**config.mk**
```make
export PLATFORM = sky130hd
export DESIGN_NAME = sha256_stream_hash_core
export DESIGN_NICKNAME = d
export VERILOG_FILES = /design/src/hdl/sha256_pkg.sv /design/src/hdl/sha256_round.sv /design/src/hdl/sha256_stream_hash_core.sv
export SDC_FILE = /design/constraint.sdc
export NUM_CORES = 2
export LEC_CHECK = 0
export BUFFER_PORTS_ARGS = -buffer_cell sky130_fd_sc_hd__buf_2
export CORE_MARGIN = 2
export CORE_UTILIZATION = 40
export CTS_BUF_LIST = sky130_fd_sc_hd__clkbuf_4 sky130_fd_sc_hd__clkbuf_8
export DETAILED_ROUTE_END_ITERATION = 8
export GPL_TIMING_DRIVEN = 1
export PLACE_DENSITY_LB_ADDON = 0.3
export SYNTH_ARGS = -nofsm -noshare
export SYNTH_HDL_FRONTEND = slang
export SYNTH_SLANG_ARGS = --single-unit
```
**constraint.sdc**
```tcl
create_clock -name clk_i -period 43.6 [get_ports clk_i]
set_input_delay 8.72 -clock clk_i [delete_from_list [all_inputs] [get_ports clk_i]]
set_output_delay 8.72 -clock clk_i [all_outputs]
set_load 0.03 [all_outputs]
```
**src/hdl/sha256_pkg.sv**
```systemverilog
// ----------------------------------------------------------------------------
// SHA-256 stream hash package
// Shared types, codes and constants for the SHA-256 stream hash core.
// ----------------------------------------------------------------------------
`timescale 1ns / 1ps
`default_nettype none

package sha256_pkg;

  typedef logic [7:0][31:0]  work_t;
  typedef logic [15:0][31:0] sched_t;

  typedef struct packed {
    logic [7:0] data_byte;
    logic       byte_present;
    logic       end_of_message;
  } in_req_t;

  typedef struct packed {
    logic [31:0] digest_word;
    logic [2:0]  word_index;
    logic        last_word;
  } out_req_t;

  typedef enum logic [1:0] {
    ST_IDLE,
    ST_PAD,
    ST_COMP,
    ST_OUT
  } state_e;

  localparam logic [7:0] PadByte   = 8'h80;
  localparam logic [5:0] LenPos    = 6'd56;
  localparam logic [5:0] LastPos   = 6'd63;
  localparam logic [5:0] LastRound = 6'd63;
  localparam logic [2:0] LastWord  = 3'd7;

  localparam work_t HashInit = {
    32'h5be0cd19, 32'h1f83d9ab, 32'h9b05688c, 32'h510e527f,
    32'ha54ff53a, 32'h3c6ef372, 32'hbb67ae85, 32'h6a09e667
  };

  function automatic logic [31:0] round_k(input logic [5:0] idx);
    logic [31:0] k;
    case (idx)
      6'd0:  k = 32'h428a2f98;
      6'd1:  k = 32'h71374491;
      6'd2:  k = 32'hb5c0fbcf;
      6'd3:  k = 32'he9b5dba5;
      6'd4:  k = 32'h3956c25b;
      6'd5:  k = 32'h59f111f1;
      6'd6:  k = 32'h923f82a4;
      6'd7:  k = 32'hab1c5ed5;
      6'd8:  k = 32'hd807aa98;
      6'd9:  k = 32'h12835b01;
      6'd10: k = 32'h243185be;
      6'd11: k = 32'h550c7dc3;
      6'd12: k = 32'h72be5d74;
      6'd13: k = 32'h80deb1fe;
      6'd14: k = 32'h9bdc06a7;
      6'd15: k = 32'hc19bf174;
      6'd16: k = 32'he49b69c1;
      6'd17: k = 32'hefbe4786;
      6'd18: k = 32'h0fc19dc6;
      6'd19: k = 32'h240ca1cc;
      6'd20: k = 32'h2de92c6f;
      6'd21: k = 32'h4a7484aa;
      6'd22: k = 32'h5cb0a9dc;
      6'd23: k = 32'h76f988da;
      6'd24: k = 32'h983e5152;
      6'd25: k = 32'ha831c66d;
      6'd26: k = 32'hb00327c8;
      6'd27: k = 32'hbf597fc7;
      6'd28: k = 32'hc6e00bf3;
      6'd29: k = 32'hd5a79147;
      6'd30: k = 32'h06ca6351;
      6'd31: k = 32'h14292967;
      6'd32: k = 32'h27b70a85;
      6'd33: k = 32'h2e1b2138;
      6'd34: k = 32'h4d2c6dfc;
      6'd35: k = 32'h53380d13;
      6'd36: k = 32'h650a7354;
      6'd37: k = 32'h766a0abb;
      6'd38: k = 32'h81c2c92e;
      6'd39: k = 32'h92722c85;
      6'd40: k = 32'ha2bfe8a1;
      6'd41: k = 32'ha81a664b;
      6'd42: k = 32'hc24b8b70;
      6'd43: k = 32'hc76c51a3;
      6'd44: k = 32'hd192e819;
      6'd45: k = 32'hd6990624;
      6'd46: k = 32'hf40e3585;
      6'd47: k = 32'h106aa070;
      6'd48: k = 32'h19a4c116;
      6'd49: k = 32'h1e376c08;
      6'd50: k = 32'h2748774c;
      6'd51: k = 32'h34b0bcb5;
      6'd52: k = 32'h391c0cb3;
      6'd53: k = 32'h4ed8aa4a;
      6'd54: k = 32'h5b9cca4f;
      6'd55: k = 32'h682e6ff3;
      6'd56: k = 32'h748f82ee;
      6'd57: k = 32'h78a5636f;
      6'd58: k = 32'h84c87814;
      6'd59: k = 32'h8cc70208;
      6'd60: k = 32'h90befffa;
      6'd61: k = 32'ha4506ceb;
      6'd62: k = 32'hbef9a3f7;
      6'd63: k = 32'hc67178f2;
      default: k = '0;
    endcase
    return k;
  endfunction

endpackage

`default_nettype wire

```
**src/hdl/sha256_round.sv**
```systemverilog
// ----------------------------------------------------------------------------
// SHA-256 round unit
// One compression round and one message schedule step, shared by all rounds.
// ----------------------------------------------------------------------------
`timescale 1ns / 1ps
`default_nettype none

module sha256_round (
  input  sha256_pkg::work_t  work_i,
  input  sha256_pkg::sched_t sched_i,
  input  logic [31:0]        k_i,
  output sha256_pkg::work_t  work_o,
  output sha256_pkg::sched_t sched_o
);
  import sha256_pkg::*;

  function automatic logic [31:0] rotr(input logic [31:0] x, input int unsigned n);
    return (x >> n) | (x << (32 - n));
  endfunction

  logic [31:0] a, b, c, d, e, f, g, h;
  logic [31:0] w_cur, w_new, s0, s1, big_s0, big_s1, ch, maj, t1, t2;

  assign {h, g, f, e, d, c, b, a} = work_i;

  // The oldest schedule word sits at the top; new words enter at the bottom.
  assign w_cur = sched_i[15];
  assign s0    = rotr(sched_i[14], 7) ^ rotr(sched_i[14], 18) ^ (sched_i[14] >> 3);
  assign s1    = rotr(sched_i[1], 17) ^ rotr(sched_i[1], 19) ^ (sched_i[1] >> 10);
  assign w_new = s1 + sched_i[6] + s0 + w_cur;

  assign big_s1 = rotr(e, 6) ^ rotr(e, 11) ^ rotr(e, 25);
  assign big_s0 = rotr(a, 2) ^ rotr(a, 13) ^ rotr(a, 22);
  assign ch     = (e & f) ^ (~e & g);
  assign maj    = (a & b) ^ (a & c) ^ (b & c);
  assign t1     = h + big_s1 + ch + k_i + w_cur;
  assign t2     = big_s0 + maj;

  assign work_o  = {g, f, e, d + t1, c, b, a, t1 + t2};
  assign sched_o = {sched_i[14:0], w_new};

endmodule

`default_nettype wire

```
**src/hdl/sha256_stream_hash_core.sv**
```systemverilog
// ----------------------------------------------------------------------------
// SHA-256 stream hash core
// Packs message bytes into a block, runs the 64 rounds on a shared round
// unit, pads the message at its end and returns the digest word by word.
// ----------------------------------------------------------------------------
// Each request with a byte is taken while the core is idle; the 64th byte of a
// block starts 64 rounds on the single round unit, with the input stalled.
// A closing request inserts padding one byte per cycle (one or two padded
// blocks), runs 64 rounds per padded block, then offers eight words.
// Reset loads the initial hash values and clears the byte count; no clearing
// pass is needed.
`timescale 1ns / 1ps
`default_nettype none

module sha256_stream_hash_core (
  input  logic                 clk_i,
  input  logic                 rst_ni,
  input  logic                 in_valid_i,
  output logic                 in_stall_o,
  input  sha256_pkg::in_req_t  in_req_i,
  output logic                 out_valid_o,
  input  logic                 out_stall_i,
  output sha256_pkg::out_req_t out_req_o
);
  import sha256_pkg::*;

  state_e      state_q, state_d;
  logic [5:0]  pos_q, pos_d;
  logic [5:0]  round_q, round_d;
  logic [60:0] count_q, count_d;
  logic [2:0]  out_idx_q, out_idx_d;
  logic        pad_q, pad_d, first_q, first_d, final_q, final_d, done_q, done_d;
  work_t       hash_q, hash_d, work_q, work_d, rnd_work;
  sched_t      w_q, w_d, rnd_sched;

  logic        ins_en;
  logic [7:0]  ins_byte, pad_byte, len_byte;
  logic [63:0] len_bits, len_shift;
  logic        msg_take;

  sha256_round u_round (
    .work_i  (work_q),
    .sched_i (w_q),
    .k_i     (round_k(round_q)),
    .work_o  (rnd_work),
    .sched_o (rnd_sched)
  );

  assign msg_take  = (state_q == ST_IDLE) && in_valid_i;
  assign len_bits  = {count_q, 3'b000};
  assign len_shift = len_bits >> {~pos_q[2:0], 3'b000};
  assign len_byte  = len_shift[7:0];

  always_comb begin
    if (first_q) begin
      pad_byte = PadByte;
    end else if (final_q && (pos_q >= LenPos)) begin
      pad_byte = len_byte;
    end else begin
      pad_byte = '0;
    end
  end

  always_comb begin
    state_d = state_q;
    case (state_q)
      ST_IDLE: begin
        if (in_valid_i) begin
          if (in_req_i.byte_present && (pos_q == LastPos)) begin
            state_d = ST_COMP;
          end else if (in_req_i.end_of_message) begin
            state_d = ST_PAD;
          end
        end
      end
      ST_PAD: begin
        if (pos_q == LastPos) begin
          state_d = ST_COMP;
        end
      end
      ST_COMP: begin
        if (round_q == LastRound) begin
          if (done_q) begin
            state_d = ST_OUT;
          end else if (pad_q) begin
            state_d = ST_PAD;
          end else begin
            state_d = ST_IDLE;
          end
        end
      end
      ST_OUT: begin
        if (!out_stall_i && (out_idx_q == LastWord)) begin
          state_d = ST_IDLE;
        end
      end
      default: state_d = ST_IDLE;
    endcase
  end

  always_comb begin
    in_stall_o  = 1'b1;
    out_valid_o = 1'b0;
    ins_en      = 1'b0;
    ins_byte    = in_req_i.data_byte;
    case (state_q)
      ST_IDLE: begin
        in_stall_o = 1'b0;
        ins_en     = in_valid_i && in_req_i.byte_present;
      end
      ST_PAD: begin
        ins_en   = 1'b1;
        ins_byte = pad_byte;
      end
      ST_OUT: begin
        out_valid_o = 1'b1;
      end
      default: begin
        ins_en = 1'b0;
      end
    endcase
  end

  assign out_req_o.digest_word = hash_q[out_idx_q];
  assign out_req_o.word_index  = out_idx_q;
  assign out_req_o.last_word   = (out_idx_q == LastWord);

  always_comb begin
    pos_d     = pos_q;
    round_d   = round_q;
    count_d   = count_q;
    out_idx_d = out_idx_q;
    pad_d     = pad_q;
    first_d   = first_q;
    final_d   = final_q;
    done_d    = done_q;
    hash_d    = hash_q;
    work_d    = work_q;
    w_d       = w_q;

    if (ins_en) begin
      w_d   = sched_t'({w_q, ins_byte});
      pos_d = pos_q + 6'd1;
    end

    if (msg_take && in_req_i.byte_present) begin
      count_d = count_q + 61'd1;
    end
    if (msg_take && in_req_i.end_of_message) begin
      pad_d   = 1'b1;
      first_d = 1'b1;
      final_d = 1'b0;
      done_d  = 1'b0;
    end

    // The length goes into the block where the marker byte leaves room for it.
    if (state_q == ST_PAD) begin
      first_d = 1'b0;
      if (first_q) begin
        final_d = (pos_q < LenPos) || (pos_q == LastPos);
      end else if (pos_q == LastPos) begin
        if (final_q) begin
          done_d = 1'b1;
        end else begin
          final_d = 1'b1;
        end
      end
    end

    if ((state_q != ST_COMP) && (state_d == ST_COMP)) begin
      work_d = hash_q;
    end

    if (state_q == ST_COMP) begin
      work_d  = rnd_work;
      w_d     = rnd_sched;
      round_d = round_q + 6'd1;
      if (round_q == LastRound) begin
        for (int i = 0; i < 8; i++) begin
          hash_d[i] = hash_q[i] + rnd_work[i];
        end
        if (done_q) begin
          pad_d   = 1'b0;
          final_d = 1'b0;
          done_d  = 1'b0;
        end
      end
    end

    if ((state_q == ST_OUT) && !out_stall_i) begin
      out_idx_d = out_idx_q + 3'd1;
      if (out_idx_q == LastWord) begin
        hash_d  = HashInit;
        count_d = '0;
      end
    end
  end

  always_ff @(posedge clk_i or negedge rst_ni) begin
    if (!rst_ni) begin
      state_q   <= ST_IDLE;
      pos_q     <= '0;
      round_q   <= '0;
      count_q   <= '0;
      out_idx_q <= '0;
      pad_q     <= 1'b0;
      first_q   <= 1'b0;
      final_q   <= 1'b0;
      done_q    <= 1'b0;
      hash_q    <= HashInit;
    end else begin
      state_q   <= state_d;
      pos_q     <= pos_d;
      round_q   <= round_d;
      count_q   <= count_d;
      out_idx_q <= out_idx_d;
      pad_q     <= pad_d;
      first_q   <= first_d;
      final_q   <= final_d;
      done_q    <= done_d;
      hash_q    <= hash_d;
    end
  end

  always_ff @(posedge clk_i) begin
    work_q <= work_d;
    w_q    <= w_d;
  end

  a_block_starts_aligned: assert property (@(posedge clk_i) disable iff (!rst_ni)
    ((state_q != ST_COMP) && (state_d == ST_COMP)) |=> (pos_q == '0))
    else $error("Compression started on a partial block.");

  a_round_idle_zero: assert property (@(posedge clk_i) disable iff (!rst_ni)
    (state_q != ST_COMP) |-> (round_q == '0))
    else $error("Round counter moved outside compression.");

  a_done_needs_final: assert property (@(posedge clk_i) disable iff (!rst_ni)
    done_q |-> (final_q && pad_q))
    else $error("Padding finished without the length block.");

  a_digest_resets: assert property (@(posedge clk_i) disable iff (!rst_ni)
    (out_valid_o && !out_stall_i && out_req_o.last_word) |=>
      ((state_q == ST_IDLE) && (count_q == '0) && (hash_q == HashInit)))
    else $error("Hash state not restored after the digest.");

endmodule

`default_nettype wire
```
==> results.cfg <==
[drt]
detailroute.via_count = 61284
route.antenna.remaining_nets = 0
drt-total-wl_um = 237700
dr.first_iter.drc_count = 6140
drc_errors = 0
drt_pre_antenna_iters = 6
avgViaCountPerCell = 5.559
wl_per_cell_um = 21.56

[synthesis]
syn_area_sq_um = 76930
synthesized_instance_count = 8486
synth_top_cells_by_count = 2552 x nand2_1, 768 x edfxtp_1, 489 x a21oi_1
most_instantiated_library_cell_after_synthesis = nand2_1
synth_async_sr_flop_share_pct = 30.56
yosys.area.top_type = edfxtp_1
synth.top_cell.area_share_pct = 29.98
number_of_synthesized_register_bits = 1106
syn-num-nets = 9095
synthesis.yosys.warnings = 0
ys_types = 97
synth_enable_flop_cells = 768
synthesis.area_per_instance_sq_um = 9.065
postSynth.topFlopCell = edfxtp_1
synth.yosys.seq_area_share_pct = 41.20
synth_top_cells_by_area = edfxtp_1 30%, nand2_1 12%, dfrtp_1 6.6%, ha_1 6.5%, fa_1 5.1%

[cts]
clock_latency_ns = 1.00
tritoncts_clock_tree = done
cts_setup_buffers = 0
htree_num_levels = 4
clk_pin_slew_worst_paths_ns = 0.06
ctsLongestPathBuffers = 3
postCtsResizedCells = 0
cell_at_the_root_of_the_clock_tree = clkbuf_8
ctsHoldBuffers = 0
cts.sinks = 1106
cts-buffers-inserted = 198

[floorplan]
rows = 160
die_outline_area_sq_um = 195800
dieHeight_um = 442.5
initial_utilization_pct = 40.36
design.core.area_sq_um = 190600
dieWidth_um = 442.5
io-pin-count = 52

[grt]
largest_net_degree_at_the_start_of_global_routing = 251
grt_first_pass_wirelength_um = 360900
vias_in_the_first_global_route = 60455
gr-total-overflow = 0
globalRouteTotalUtil_pct = 23.76
grt_antenna_before_repair = 4

[finish]
fraction_of_final_layout_cells_with_drive_strength_greater_than_1_pct = 9.506
fillCellCount = 18393
area.growth.synth_to_final_pct = 8.423
num-nets-final = 8951

[setup_path]
worst_setup_path_start_kind = register
critPathCaptureType = output pin
end_of_the_worst_register_to_register_path = hash_q[31]
cp_cell_sequence = buf_4 > mux4_2 > mux2_2 > buf_2
top_cell_family_by_delay_on_the_critical_path = multiplexers
reg2reg_from = round_q[1]
ff2ff_setup_slack_ns = 32.04
path_buf_inv = 2
timing.critical_path.fanout_max = 35
reg2regPathDepth = 40
slowest_stage = dfrtp_4
crit_required_ns = 34.88
crit_arrival_ns = 3.85
critical_path_class = reg2out
cp_slowest_stage_delay_ns = 0.85

[sta]
post-route-min-period_ns = 12.57
worst_slack_ns = 31.03
worst_slew_margin_rel_pct = 21.21
holdWs_ns = 0.4893
final_count_of_negative_setup_slack_endpoints = 0
min_period_over_period_pct = 28.83
final.setup_skew_ns = 0.07014
final_layout_setup_total_negative_slack_ns = 0
worst_pin_slew_ns = 1.167
finalHoldViolations = 0
rsz0062_at_grt = false
achievable-frequency_mhz = 79.56
report.final.slew_viol_count = 0

[worst_hold_path]
worst_hold_path.num_cells = 1
holdCritStartpoint = pos_q[5]
hold_path.class = reg2reg
worstHoldEndpoint = pos_q[5]

[job]
max_cap_viol_count = 0

[status]
outcome = completed

[place]
gp_congestion = 0.9679
dp_slack_ns = 30.85
numPortBuffers = 51
dp_hpwl_um = 169600
==> logic make-up after synthesis <==
kind of cell | share of synthesized area, %
AO/OA/AOI/OAI | 13.38
XOR/XNOR | 7.251
adder cells (fa/ha/maj) | 11.63
buffers and inverters | 4.678
flip-flops | 41.20
multiplexers | 3.920
AND/OR/NAND/NOR | 17.95
==> metrics by stage <==
step                      instance area [sq um]  std cells  utilization (%)
after global routing                      83410      11025            43.76
final                                     83410      11025            43.76
after detailed placement                  79290      10653            41.60
after CTS                                 83400      11021            43.76
after floorplan                           76930       8486                -
after global placement                    79290      10653            41.60
==> how the worst max path moves through the flow <==
stage	from	end	cells past startpoint	slack, ns
2_1_floorplan	in_valid_i	w_q[0]	2	10.94
3_3_place_gp	in_valid_i	work_q[76]	8	30.90
3_5_place_dp	in_valid_i	work_q[61]	8	30.85
4_1_cts	out_idx_q[0]	out_req_o[14]	4	30.92
5_1_grt	out_idx_q[0]	out_req_o[15]	4	30.85
6_report	out_idx_q[0]	out_req_o[16]	4	31.03
==> metal layers <==
layer	global-route usage, %	vias to the layer above	wire, um
li1	-	28726	-
met1	30.80	29907	99440
met2	39.13	2160	112000
met3	3.440	489	14790
met4	11.16	2	11480
met5	0	-	14
==> cell usage in the layout, fill, tap and decap left out, types with 41 or more instances in the layout <==
cell type  count
a211oi_1      60
a21o_1       201
a21oi_1      489
a31oi_1       41
and3_1        44
buf_2         50
buf_4         73
clkbuf_4      65
clkbuf_8     222
dfrtp_1      197
dfstp_2      136
edfxtp_1     768
fa_1         195
ha_1         400
inv_1        473
mux2_2        66
mux4_2        84
nand2_1     2549
nand2b_1      52
nand3_1       95
nor2_1       304
nor2b_1       43
nor3_1        75
o211ai_1     109
o21a_1        57
o21ai_0      442
o21bai_1      55
xnor2_1      371
xor2_1       259
==> registers in the layout, indices dropped and copies added, names as in the netlist <==
register   flops
pos_q          6
w_q          512
out_idx_q      3
state_q        2
round_q        6
work_q       256
final_q        1
hash_q       256
done_q         1
pad_q          1
count_q       61
first_q        1
==> final cells by class <==
class | count | area [sq um] | share of cell area, %
antenna | 4 | 10.01 | 0.01200
clock buffer | 287 | 3543 | 4.248
clock inverter | 81 | 566.8 | 0.6795
inverter | 475 | 1783 | 2.138
multi-input combinational | 6430 | 41710 | 50.00
sequential | 1106 | 31700 | 38.01
tap | 2511 | 3142 | 3.767
timing repair buffer | 131 | 953.4 | 1.143
Power is left out: the tool's default activity adds up to more than one toggle a clock period on the data nets, which glitch-free logic cannot reach.
